## src/rtl/core/spq3_pkg.sv

```systemverilog
`timescale 1ns / 1ps
// ----------------------------------------------------------------------------
// spq3_pkg
// Shared constants, status codes and control bundles for the three-level
// strict-priority queue.
// ----------------------------------------------------------------------------
package spq3_pkg;

    localparam int QUEUE_DEPTH = 16;
    localparam int NUM_CLASSES = 3;

    localparam int ID_W     = 16;
    localparam int AGE_W    = 8;
    localparam int CODE_W   = 3;
    localparam int STATUS_W = 3;
    localparam int CLS_W    = 2;
    localparam int MAP_W    = 10;
    localparam int REC_W    = ID_W + AGE_W;

    localparam int PTR_W  = (QUEUE_DEPTH > 1) ? $clog2(QUEUE_DEPTH) : 1;
    localparam int CNT_W  = $clog2(QUEUE_DEPTH + 1);
    localparam int CIDX_W = (NUM_CLASSES > 1) ? $clog2(NUM_CLASSES) : 1;
    localparam int MEM_DEPTH = NUM_CLASSES * QUEUE_DEPTH;
    localparam int ADDR_W = $clog2(MEM_DEPTH);

    localparam logic [MAP_W-1:0] CLASS_MAP_RESET = MAP_W'(580);

    localparam logic [CODE_W-1:0] CODE_MIN = CODE_W'(1);
    localparam logic [CODE_W-1:0] CODE_MAX = CODE_W'(5);

    localparam logic FUNC_ENQUEUE = 1'b0;
    localparam logic FUNC_SERVE   = 1'b1;

    localparam logic [STATUS_W-1:0] STATUS_ENQUEUED = STATUS_W'(0);
    localparam logic [STATUS_W-1:0] STATUS_SERVED   = STATUS_W'(1);
    localparam logic [STATUS_W-1:0] STATUS_EMPTY    = STATUS_W'(2);
    localparam logic [STATUS_W-1:0] STATUS_FULL     = STATUS_W'(3);
    localparam logic [STATUS_W-1:0] STATUS_BAD_CAT  = STATUS_W'(4);

    // controller -> datapath
    typedef struct packed {
        logic capture;   // latch the accepted input transaction
        logic exec;      // decide, update queue state, launch store access
        logic load;      // move the result into the output register
    } spq3_cmd_t;

    // datapath -> controller
    typedef struct packed {
        logic out_free;  // output register can take a result this cycle
    } spq3_sts_t;

endpackage

```

## src/rtl/core/strict_priority_three_queue.sv

```systemverilog
`timescale 1ns / 1ps
// ----------------------------------------------------------------------------
// strict_priority_three_queue
// Three FIFO record queues served in strict class priority.
//
// Input channel (in_valid/in_ready): func selects enqueue or serve. An
// enqueue maps category_code through the class_map register to a class and
// appends {record_id, record_age} to that class's queue. A serve pops the
// head of the lowest-numbered non-empty class.
// Output channel (out_valid/out_ready): one result transaction per input
// transaction, in order, with status and the served record.
// Config: cfg_we writes cfg_wdata into class_map; write only while idle.
// The result is registered through the capture, execute-stage and output
// registers. A new transaction is accepted only after the previous one has
// passed accept / execute / load around the single-port record store.
// A result waiting in the output register does not block the next accept.
// Reset: all queues empty, class_map back to its default; no clear pass.
// Receiver stall: the result holds; the sequencer waits in its load step.
// ----------------------------------------------------------------------------
module strict_priority_three_queue
(
    input  logic                          clk,
    input  logic                          rst_n,

    input  logic                          cfg_we,
    input  logic [spq3_pkg::MAP_W-1:0]    cfg_wdata,

    input  logic                          in_valid,
    output logic                          in_ready,
    input  logic                          func,
    input  logic [spq3_pkg::ID_W-1:0]     record_id,
    input  logic [spq3_pkg::AGE_W-1:0]    record_age,
    input  logic [spq3_pkg::CODE_W-1:0]   category_code,

    output logic                          out_valid,
    input  logic                          out_ready,
    output logic [spq3_pkg::STATUS_W-1:0] status,
    output logic [spq3_pkg::ID_W-1:0]     served_id,
    output logic [spq3_pkg::AGE_W-1:0]    served_age,
    output logic [spq3_pkg::CLS_W-1:0]    served_class
);

    spq3_pkg::spq3_cmd_t cmd;
    spq3_pkg::spq3_sts_t sts;

    // sequencer: advance one transaction through accept, execute, load
    spq3_ctrl u_ctrl
    (
        .clk      (clk),
        .rst_n    (rst_n),
        .in_valid (in_valid),
        .in_ready (in_ready),
        .sts      (sts),
        .cmd      (cmd)
    );

    // queue state, record store and output register
    spq3_dpath u_dpath
    (
        .clk           (clk),
        .rst_n         (rst_n),
        .cmd           (cmd),
        .sts           (sts),
        .cfg_we        (cfg_we),
        .cfg_wdata     (cfg_wdata),
        .func          (func),
        .record_id     (record_id),
        .record_age    (record_age),
        .category_code (category_code),
        .out_valid     (out_valid),
        .out_ready     (out_ready),
        .status        (status),
        .served_id     (served_id),
        .served_age    (served_age),
        .served_class  (served_class)
    );

endmodule

```

## src/rtl/core/spq3_ctrl.sv

```systemverilog
`timescale 1ns / 1ps
// ----------------------------------------------------------------------------
// spq3_ctrl
// Sequencer: accept one transaction, execute it, then load its result.
// ----------------------------------------------------------------------------
module spq3_ctrl
(
    input  logic                clk,
    input  logic                rst_n,
    input  logic                in_valid,
    output logic                in_ready,
    input  spq3_pkg::spq3_sts_t sts,
    output spq3_pkg::spq3_cmd_t cmd
);

    localparam logic [1:0] S_IDLE = 2'd0;
    localparam logic [1:0] S_EXEC = 2'd1;
    localparam logic [1:0] S_LOAD = 2'd2;

    logic [1:0] state_reg;
    logic [1:0] state_next;

    always_comb
    begin
        state_next  = state_reg;
        in_ready    = 1'b0;
        cmd.capture = 1'b0;
        cmd.exec    = 1'b0;
        cmd.load    = 1'b0;
        unique case (state_reg)
            S_IDLE:
            begin
                in_ready    = 1'b1;
                cmd.capture = in_valid;
                if (in_valid)
                begin
                    state_next = S_EXEC;
                end
            end
            S_EXEC:
            begin
                cmd.exec   = 1'b1;
                state_next = S_LOAD;
            end
            S_LOAD:
            begin
                // hold until the output register frees up
                if (sts.out_free)
                begin
                    cmd.load   = 1'b1;
                    state_next = S_IDLE;
                end
            end
            default:
            begin
                state_next = S_IDLE;
            end
        endcase
    end

    always_ff @(posedge clk or negedge rst_n)
    begin
        if (!rst_n)
        begin
            state_reg <= S_IDLE;
        end
        else
        begin
            state_reg <= state_next;
        end
    end

endmodule

```

## src/rtl/core/spq3_dpath.sv

```systemverilog
`timescale 1ns / 1ps
// ----------------------------------------------------------------------------
// spq3_dpath
// Class map, per-class head/tail/fill state, record store and result register.
// ----------------------------------------------------------------------------
module spq3_dpath
(
    input  logic                              clk,
    input  logic                              rst_n,
    input  spq3_pkg::spq3_cmd_t               cmd,
    output spq3_pkg::spq3_sts_t               sts,

    input  logic                              cfg_we,
    input  logic [spq3_pkg::MAP_W-1:0]        cfg_wdata,

    input  logic                              func,
    input  logic [spq3_pkg::ID_W-1:0]         record_id,
    input  logic [spq3_pkg::AGE_W-1:0]        record_age,
    input  logic [spq3_pkg::CODE_W-1:0]       category_code,

    output logic                              out_valid,
    input  logic                              out_ready,
    output logic [spq3_pkg::STATUS_W-1:0]     status,
    output logic [spq3_pkg::ID_W-1:0]         served_id,
    output logic [spq3_pkg::AGE_W-1:0]        served_age,
    output logic [spq3_pkg::CLS_W-1:0]        served_class
);

    localparam int NC = spq3_pkg::NUM_CLASSES;

    logic [spq3_pkg::MAP_W-1:0]    class_map_reg;

    // captured transaction
    logic                          func_reg;
    logic [spq3_pkg::REC_W-1:0]    rec_reg;
    logic [spq3_pkg::CODE_W-1:0]   code_reg;

    // queue bookkeeping
    logic [spq3_pkg::PTR_W-1:0]    head_reg [NC];
    logic [spq3_pkg::PTR_W-1:0]    tail_reg [NC];
    logic [spq3_pkg::CNT_W-1:0]    fill_reg [NC];

    logic [spq3_pkg::REC_W-1:0]    record_store_reg [spq3_pkg::MEM_DEPTH];
    logic [spq3_pkg::REC_W-1:0]    rd_data_reg;

    // execute-stage result
    logic [spq3_pkg::STATUS_W-1:0] res_status_reg;
    logic [spq3_pkg::CLS_W-1:0]    res_cls_reg;

    // output register
    logic                          out_valid_reg;
    logic [spq3_pkg::STATUS_W-1:0] out_status_reg;
    logic [spq3_pkg::ID_W-1:0]     out_id_reg;
    logic [spq3_pkg::AGE_W-1:0]    out_age_reg;
    logic [spq3_pkg::CLS_W-1:0]    out_cls_reg;

    // decode
    logic [spq3_pkg::CODE_W-1:0]   code_m1;
    logic [spq3_pkg::CLS_W-1:0]    map_cls;
    logic                          bad_cat;
    logic [spq3_pkg::CIDX_W-1:0]   enq_idx;
    logic                          enq_full;
    logic                          srv_found;
    logic [spq3_pkg::CIDX_W-1:0]   srv_idx;
    logic [spq3_pkg::STATUS_W-1:0] exec_status;
    logic                          do_enq;
    logic                          do_srv;
    logic [spq3_pkg::ADDR_W-1:0]   wr_addr;
    logic [spq3_pkg::ADDR_W-1:0]   rd_addr;

    always_comb
    begin
        code_m1 = code_reg - spq3_pkg::CODE_MIN;
        map_cls = spq3_pkg::CLS_W'(class_map_reg >> {code_m1, 1'b0});
        bad_cat = (code_reg < spq3_pkg::CODE_MIN) || (code_reg > spq3_pkg::CODE_MAX)
                  || ({1'b0, map_cls} >= 3'(NC));
        enq_idx  = spq3_pkg::CIDX_W'(map_cls);
        enq_full = bad_cat ? 1'b0
                 : (fill_reg[enq_idx] == spq3_pkg::CNT_W'(spq3_pkg::QUEUE_DEPTH));

        // lowest-numbered non-empty class wins
        srv_found = 1'b0;
        srv_idx   = '0;
        for (int c = NC - 1; c >= 0; c--)
        begin
            if (fill_reg[c] != '0)
            begin
                srv_found = 1'b1;
                srv_idx   = spq3_pkg::CIDX_W'(c);
            end
        end

        do_enq = 1'b0;
        do_srv = 1'b0;
        if (func_reg == spq3_pkg::FUNC_ENQUEUE)
        begin
            priority if (bad_cat)
            begin
                exec_status = spq3_pkg::STATUS_BAD_CAT;
            end
            else if (enq_full)
            begin
                exec_status = spq3_pkg::STATUS_FULL;
            end
            else
            begin
                exec_status = spq3_pkg::STATUS_ENQUEUED;
                do_enq      = cmd.exec;
            end
        end
        else
        begin
            if (srv_found)
            begin
                exec_status = spq3_pkg::STATUS_SERVED;
                do_srv      = cmd.exec;
            end
            else
            begin
                exec_status = spq3_pkg::STATUS_EMPTY;
            end
        end

        wr_addr = spq3_pkg::ADDR_W'(spq3_pkg::ADDR_W'(enq_idx)
                  * spq3_pkg::ADDR_W'(spq3_pkg::QUEUE_DEPTH)
                  + spq3_pkg::ADDR_W'(tail_reg[enq_idx]));
        rd_addr = spq3_pkg::ADDR_W'(spq3_pkg::ADDR_W'(srv_idx)
                  * spq3_pkg::ADDR_W'(spq3_pkg::QUEUE_DEPTH)
                  + spq3_pkg::ADDR_W'(head_reg[srv_idx]));
    end

    function automatic logic [spq3_pkg::PTR_W-1:0] next_slot(
        input logic [spq3_pkg::PTR_W-1:0] p
    );
        return (p == spq3_pkg::PTR_W'(spq3_pkg::QUEUE_DEPTH - 1)) ? '0
               : spq3_pkg::PTR_W'(p + 1'b1);
    endfunction

    // configuration and bookkeeping
    always_ff @(posedge clk or negedge rst_n)
    begin
        if (!rst_n)
        begin
            class_map_reg <= spq3_pkg::CLASS_MAP_RESET;
            for (int c = 0; c < NC; c++)
            begin
                head_reg[c] <= '0;
                tail_reg[c] <= '0;
                fill_reg[c] <= '0;
            end
        end
        else
        begin
            if (cfg_we)
            begin
                class_map_reg <= cfg_wdata;
            end
            if (do_enq)
            begin
                tail_reg[enq_idx] <= next_slot(tail_reg[enq_idx]);
                fill_reg[enq_idx] <= fill_reg[enq_idx] + 1'b1;
            end
            if (do_srv)
            begin
                head_reg[srv_idx] <= next_slot(head_reg[srv_idx]);
                fill_reg[srv_idx] <= fill_reg[srv_idx] - 1'b1;
            end
        end
    end

    // record store: one write or one read per transaction
    always_ff @(posedge clk)
    begin
        if (do_enq)
        begin
            record_store_reg[wr_addr] <= rec_reg;
        end
        if (do_srv)
        begin
            rd_data_reg <= record_store_reg[rd_addr];
        end
    end

    // payload capture, execute-stage result and output register, no reset needed
    always_ff @(posedge clk)
    begin
        if (cmd.capture)
        begin
            func_reg <= func;
            rec_reg  <= {record_id, record_age};
            code_reg <= category_code;
        end
        if (cmd.exec)
        begin
            res_status_reg <= exec_status;
            res_cls_reg    <= spq3_pkg::CLS_W'(srv_idx);
        end
        if (cmd.load)
        begin
            out_status_reg <= res_status_reg;
            if (res_status_reg == spq3_pkg::STATUS_SERVED)
            begin
                out_id_reg  <= rd_data_reg[spq3_pkg::REC_W-1:spq3_pkg::AGE_W];
                out_age_reg <= rd_data_reg[spq3_pkg::AGE_W-1:0];
                out_cls_reg <= res_cls_reg;
            end
            else
            begin
                out_id_reg  <= '0;
                out_age_reg <= '0;
                out_cls_reg <= '0;
            end
        end
    end

    always_ff @(posedge clk or negedge rst_n)
    begin
        if (!rst_n)
        begin
            out_valid_reg <= 1'b0;
        end
        else if (cmd.load)
        begin
            out_valid_reg <= 1'b1;
        end
        else if (out_ready)
        begin
            out_valid_reg <= 1'b0;
        end
    end

    assign sts.out_free = !out_valid_reg || out_ready;

    assign out_valid    = out_valid_reg;
    assign status       = out_status_reg;
    assign served_id    = out_id_reg;
    assign served_age   = out_age_reg;
    assign served_class = out_cls_reg;

endmodule
```

## config.mk

```make
export PLATFORM = sky130hd
export DESIGN_NAME = strict_priority_three_queue
export DESIGN_NICKNAME = d
export VERILOG_FILES = /design/src/rtl/core/spq3_pkg.sv /design/src/rtl/core/strict_priority_three_queue.sv /design/src/rtl/core/spq3_ctrl.sv /design/src/rtl/core/spq3_dpath.sv
export SDC_FILE = /design/constraint.sdc
export NUM_CORES = 1
export LEC_CHECK = 0
export BUFFER_PORTS_ARGS = -buffer_cell sky130_fd_sc_hd__buf_4
export CORE_UTILIZATION = 55
export CTS_CLUSTER_SIZE = 28
export DETAILED_ROUTE_END_ITERATION = 16
export PLACE_DENSITY_LB_ADDON = 0.1
export SKIP_CTS_REPAIR_TIMING = 1
export SYNTH_ARGS = -nofsm -noshare
export SYNTH_HDL_FRONTEND = slang
export SYNTH_SLANG_ARGS = --single-unit
```

## constraint.sdc

```tcl
create_clock -name clk -period 7 [get_ports clk]
set_clock_uncertainty 0.05 [all_clocks]
set_input_delay 0.35 -clock clk [delete_from_list [all_inputs] [get_ports clk]]
set_output_delay 0.35 -clock clk [all_outputs]
set_load 0.03 [all_outputs]
```

### Word-level counts from Yosys, hierarchy flattened

Memory sizes are Yosys's and may differ from the RTL's. A register that Yosys moved wholly into a read port is not among the register bits.
Index checks and enable logic that the tools add are counted.

| cells by class | value |
|---|---|
| add/subtract/negate cells | 7 |
| $lt $le $gt $ge | 7 |
| equal/unequal tests | 8 |
| shift operators | 1 |
| muxes and demuxes | 56 |
| bitwise operators | 2 |
| reduce and logical (&&, ||, !) cells | 12 |

Operators by type and width:

| cell | number |
|---|---|
| 4-bit 2-to-1 mux | 8 |
| 15-bit bitwise mux | 2 |
| 15-bit 2-to-1 mux | 2 |
| 5-bit 2-to-1 mux | 6 |
| 12-bit bitwise mux | 2 |
| 5-bit binary-select mux with 2-bit select | 2 |
| 5-bit demux with 2-bit select | 2 |
| 1-bit 2-to-1 mux | 18 |
| 4-bit binary-select mux with 2-bit select | 2 |
| 4-bit demux with 2-bit select | 2 |
| 5-bit nonzero test | 3 |
| 2-bit 2-to-1 mux | 7 |
| 6-bit by 4-bit adder with 6-bit output | 2 |
| 10-bit by 4-bit right shift with 2-bit output | 1 |
| 3-bit by 1-bit < comparator with 1-bit output (second input constant) | 3 |
| 4-bit by 1-bit adder with 4-bit output (second input constant) | 2 |
| 4-bit == test (second input constant) | 2 |
| 3-bit greater-or-equal comparator (second input constant) | 2 |
| 3-bit 2-to-1 mux | 2 |
| 2-bit NOT with 3-bit output | 2 |
| 2-bit one-hot mux with 3 select lines | 1 |
| 5-bit by 1-bit adder with 5-bit output (second input constant) | 1 |
| 5-bit == test (second input constant) | 1 |
| 5-bit by 1-bit subtractor with 5-bit output (second input constant) | 1 |
| other kinds (13) | 17 |

| storage, ports and cells | value |
|---|---|
| register bits | 114 |
| RAM bits | 1,152 |
| input port bits | 43 |
| output and inout bits | 31 |
| word-level logic and storage cells | 115 |
| memories | 1 |

Memory list:

| memory | depth | bits a word | rd ports | clocked after Yosys merged registers in | wr ports | line | text |
|---|---|---|---|---|---|---|---|
| u_dpath.record_store_reg | 48 | 24 | 1 | 1 | 1 | spq3_dpath.sv:43 | `logic [spq3_pkg::REC_W-1:0] record_store_reg [spq3_pkg::MEM_DEPTH];` |

### Logic depth before layout (Yosys ltp)

| logic depth | value |
|---|---|
| word-level depth | 14 |
| depth in mapped cells | 20 |
| depth with buffers taken out | 16 |

### Hierarchy

From an unflattened synthesis, not the netlist that was laid out.

| second synthesis, totals | value |
|---|---|
| cell total of the unflattened synthesis | 3,182 |
| area total of the unflattened synthesis | 50,502.2 um^2 |

Modules (own cells, without submodules):

| module | instances | cells each | area an instance (um^2) | sequential area each (um^2) |
|---|---|---|---|---|
| spq3_dpath | 1 | 3,173 | 50,407.1 | 38,430.6 |
| spq3_ctrl | 1 | 9 | 95.1 | 50.0 |

### Worst setup path after synthesis

OpenSTA, ideal clock, no wires.

| timing path | value |
|---|---|
| kind | reg2reg |
| start | reg u_dpath.code_reg[0] in the netlist's numbering |
| end | mem u_dpath.record_store_reg[27][0] in the netlist's numbering, enable pin |
| setup time | 405 ps |
| arrival time | 4,907 ps |
| required time | 6,545 ps |
| path slack | 1,638 ps |
| cell stages (with the launch flop) | 20 |
| buffers on the path | 4 |
| clock period less this slack | 5,362 ps |
| cell sequence | edfxtp_1 -> inv_1 -> ha_1 -> buf_2 -> mux2i_1 -> o311ai_1 -> nor2b_1 -> clkbuf_1 -> a2bb2oi_1 -> ha_1 -> inv_1 -> nor3_1 -> o21ai_0 -> o21ai_0 -> nand3_1 -> and3_1 -> clkbuf_1 -> clkbuf_1 -> nand2_1 -> nor2_1 |

| between the ends | value |
|---|---|
| word-level cells in the longest chain between the ends | 13 |
| elaborated cells on any way between the ends | 22 |
| classes of those cells | add/sub (2); order compare (3); eq/ne (1); shift (1); mux (12); bitwise (1); reduce/logical (2) |

Ends and longest elaborated chain:

| item | line | text |
|---|---|---|
| start: declaration | spq3_dpath.sv:36 | `logic [spq3_pkg::CODE_W-1:0] code_reg;` |
| start signal: assignment | spq3_dpath.sv:191 | `code_reg <= category_code;` |
| 3-bit by 1-bit subtractor with 3-bit output | spq3_dpath.sv:73 | `code_m1 = code_reg - spq3_pkg::CODE_MIN;` |
| 10-bit by 4-bit right shift with 2-bit output | spq3_dpath.sv:74 | `map_cls = spq3_pkg::CLS_W'(class_map_reg >> {code_m1, 1'b0});` |
| 2-bit NOT with 3-bit output (implied by the code) | spq3_dpath.sv:79, spq3_dpath.sv:126 |  |
| 5-bit binary-select mux with 2-bit select | spq3_dpath.sv:79 | `: (fill_reg[enq_idx] == spq3_pkg::CNT_W'(spq3_pkg::QUEUE_DEPTH));` |
| 5-bit 2-to-1 mux (implied by the code) (2 in series) | spq3_dpath.sv:79 |  |
| 5-bit == test | spq3_dpath.sv:79 |  |
| 1-bit 2-to-1 mux | spq3_dpath.sv:78 | `enq_full = bad_cat ? 1'b0` |
| 1-bit 2-to-1 mux | spq3_dpath.sv:101 | `else if (enq_full)` |
| 1-bit 2-to-1 mux | spq3_dpath.sv:97 | `priority if (bad_cat)` |
| 1-bit 2-to-1 mux | spq3_dpath.sv:95 | `if (func_reg == spq3_pkg::FUNC_ENQUEUE)` |
| 1-bit 2-to-1 mux | spq3_dpath.sv:174 | `if (do_enq)` |
| 1-bit 2-to-1 mux (implied by the code) | spq3_dpath.sv:176 | `record_store_reg[wr_addr] <= rec_reg;` |
| end: declaration | spq3_dpath.sv:43 |  |

Several ways; a longest one is shown, not always the timed one. The select of a mux whose other input is x is not followed.

### Final worst setup path

| timing path | value |
|---|---|
| start | reg u_dpath.code_reg[0] in the netlist's numbering |
| end | mem u_dpath.record_store_reg[18][1] in the netlist's numbering, enable pin |

Same word-level chain as after synthesis.

==> results.md <==
- Clock tree from TritonCTS: yes
- Row count: 113
- Setup slack after layout: ~0.97 ns
- Number of cell instances on the worst register-to-register path: 17
- Arrival time of data at the critical path endpoint: between 6 and 7 ns
- Final-report max-slew violation count: 0
- Final #Nets: 4050
- Post-synthesis net count: 3908
- Finish-stage setup viols: 0
- Critical path buffer and inverter count: 4
- Register area share after synthesis: 0.7295
- Final routed wirelength across all metal layers: 159400 um
- Unrepaired setup endpoints after global routing: false
- PortBufs: 73
- Antenna-violating nets left: 0
- Die Width: 311.7 um
- FILL cells: 7064
- Pre-CTS worst setup slack: between 1 and 1.5 ns
- Global routing usage summed across all routing layers: 0.3262
- Yosys warnings: 0
- Global-route wire length before repair: 229400 um
- Cell type group with the largest total delay on the critical path: simple AND/OR/NAND/NOR gates
- Slew margin rel.: 0.1756
- Leakage Power: 20.08 nW
- Busiest layer in global routing: met2
- Max reg flops: 1152
- Slew @ Worst Pin: 1.234 ns
- Maximum clock frequency: 165.7 MHz
- Vias: 35170
- Clock H-tree levels: 4
- Detail Placement HPWL: about 94000 um
- Total I/O pin count: between 70 and 80
- Number of antenna violations at the first check in global routing: 16
- Largest net degree at the start of global routing: 139
- Area of the die: 97140 um2
- Reg-to-reg setup timing slack: approximately 0.97 ns
- Synthesized cell area: 52750 um2
- Reg-to-reg critical path startpoint: u_dpath.code_reg[0]
- Fin. Hold Viols: 0
- Startpoint types: flop
- Last weighted congestion value of the routability-driven placer: 0.9028
- Starting Density: 0.5552
- Critical path capture point type: flop
- Type of the worst min-delay path: in2async
- Number of buffers between clock root and the deepest sink: 3
- Number of global-route vias before repair: ~33000
- Per-instance average area after synthesis: 13.67 um2
- Final critical path time including I/O delays and setup: ~6 ns
- Worst voltage drop across the vdd grid: 0.4403 mV
- Inserted Clock Buffers: 134
- Maxcap violations: 0
- Detailed-route wire length per cell: 29.69 um
- Maximum cell stage delay along the critical path: 0.69 ns
- Avg Vias per Cell: 6.551
- Synth Register Bits: ~1300
- EDFF count, synth: 1238
- R2R Path End: u_dpath.record_store_reg[18][1]
- Die height: 311.7 um
- Peak fanout along the critical path: 24
- Global routing usage on met1: 0.4597
- Drt pass-1 iters: 6
- Crit path cell chain: inv_1, ha_1, mux2i_1, or3_1, nand3_1, nor2b_1, buf_4, a2bb2oi_1, ha_1, inv_1, or2_2, o21ai_0, nand3_1, and3_1, nand2_1, nor2_2, buf_4
- Data required time of the critical path: 7.40 ns
- Sum of overflow across all layers after global routing: 0
- Async set-or-reset flop fraction in the synthesized netlist: 0.04031
- Worst setup path category: reg2reg
- Crit-path slowest cell: nand3_1
- Share of the cycle needed by the critical path after routing: 0.8621
- Outcome: completed
- CTS clock-pin slew for the worst setup and hold paths: about 0.06 ns
- Setup tns final: 0 ns
- Power per cell area: 389.0 nW/um2
- Layout Utilization: 0.6293
- Core ar.: 95010 um2
- Detailed-route DRC error count: 0
- Fraction of final layout cells with drive strength greater than 1: 0.1236
- Initial detailed-routing violation count: approximately 5100
- CTS Root Cell: clkbuf_16
- Met2 global-route usage: 0.4990
- Clk_lat worst skew: 0.76 ns
- Clock sink count: 1290
- Grt met3 use: 0.07327
- Relative area change from synthesis to final layout: 13.35%
- Yosys cell types: 67
- Dominant register cell in the synthesized netlist: edfxtp_1
- Count of mapped cells out of synthesis: 3858
through the flow:
| stage | total power (W) | hold slack, ns | instance area, um2 | std cells |
|---|---|---|---|---|
| floorplan | 0.01368 | 0.004409 | 52750 | 3858 |
| global placement | 0.01641 | 0.3716 | 55160 | 5078 |
| detailed placement | 0.01650 | 0.3974 | 55160 | 5078 |
| CTS | 0.02316 | -0.3894 | 59270 | 5317 |
| global route | 0.02400 | 0.2129 | 59780 | 5368 |
| finish | 0.02326 | 0.1637 | 59790 | 5369 |
cells in the final DEF, fill, tap and decap left out, types with 7 or more instances in the layout:
cell type and count:
ha_1 7, nor2_2 55, mux2_2 20, edfxtp_1 1238
inv_1 13, dfrtp_1 48, and3_1 62, nand4_1 78
clkinv_2 20, nor4_1 23, dlygate4sd3_1 51, a21oi_1 48
buf_12 8, clkbuf_1 34, a2111oi_0 38, or4_1 14
nor2_1 78, nand3_1 294, a211oi_1 33, and2_1 28
a31oi_1 136, o21ai_1 17, clkinv_8 8, o21ai_0 69
or3_1 9, nor3_1 29, a32oi_1 50, a221o_1 19
and4_1 16, a221oi_1 24, nand2_1 778, a22oi_1 62
buf_4 209, mux2i_1 187, nand2b_1 7, clkbuf_16 135
clkinv_1 27
worst register-to-register path, delay by kind of cell (launching register included):
kind / cells / cell delay, ns
buf+inv: 4 / 0.68
fa+ha+maj: 2 / 0.68
simple gates: 8 / 2.84
mux: 1 / 0.16
compound gates: 2 / 0.84
flops: 1 / 0.45
worst max path at each step:
stage	end	cells after the start	slack (ns)	start
after detailed placement	u_dpath.record_store_reg[18][16]	18	1.10	u_dpath.code_reg[0]
after global placement	u_dpath.record_store_reg[18][17]	18	1.24	u_dpath.code_reg[0]
after CTS	u_dpath.record_store_reg[18][5]	18	1.06	u_dpath.code_reg[0]
after global routing	u_dpath.record_store_reg[18][5]	18	0.55	u_dpath.code_reg[0]
after floorplan	u_dpath.record_store_reg[27][0]	19	1.64	u_dpath.code_reg[0]
final	u_dpath.record_store_reg[18][1]	17	0.97	u_dpath.code_reg[0]
metal layers:
layer  wire length (um)  vias up
met5                 71        -
met4               6440       10
met3              18420      317
met2              72730     2229
met1              61730    17590
li1                   -    15030
area by class of cell:
type	instances	area [um2]	share of cell area
sequential	1290	38480	0.6437
multi-input combinational	2291	13300	0.2225
clock buffer	172	3547	0.05933
timing repair buffer	268	2240	0.03746
tap	1265	1583	0.02647
clock inverter	67	563.0	0.009417
inverter	15	63.81	0.001067
antenna	1	2.502	0.00004186
cells in the mapped netlist (all sizes together) (30+ instances only):
master | n | area (um2)
a31oi | 136 | 850.8
a211oi | 33 | 247.7
edfxtp | 1238 | 37180
a32oi | 50 | 437.9
nand4 | 78 | 488.0
dfrtp | 49 | 1226
buf | 143 | 724.4
mux2i | 187 | 1872
nor2 | 138 | 545.5
a2111oi | 38 | 332.8
a22oi | 62 | 465.5
and3 | 62 | 387.9
o21ai | 87 | 435.4
a21oi | 56 | 295.3
nand3 | 294 | 1471
nor3 | 30 | 150.1
clkbuf | 119 | 446.7
nand2 | 778 | 2920
and2 | 30 | 187.7
cell families after synthesis:
group / count (synthesis) / synth area share
AO/OA/AOI/OAI: 560 / 0.07422
XOR/XNOR: 10 / 0.001660
adder cells (fa/ha/maj): 7 / 0.001660
buffers and inverters: 277 / 0.02327
flip-flops: 1290 / 0.7295
multiplexers: 207 / 0.03976
AND/OR/NAND/NOR: 1507 / 0.1299
power by group:
group,total [W],internal [W],switching (W)
registers,0.00916,0.00892,0.000234
clock network,0.00673,0.00375,0.00297
logic,0.00737,0.00194,0.00543
total,0.0233,0.0146,0.00864
No activity file was read; power rests on OpenSTA's default activity.
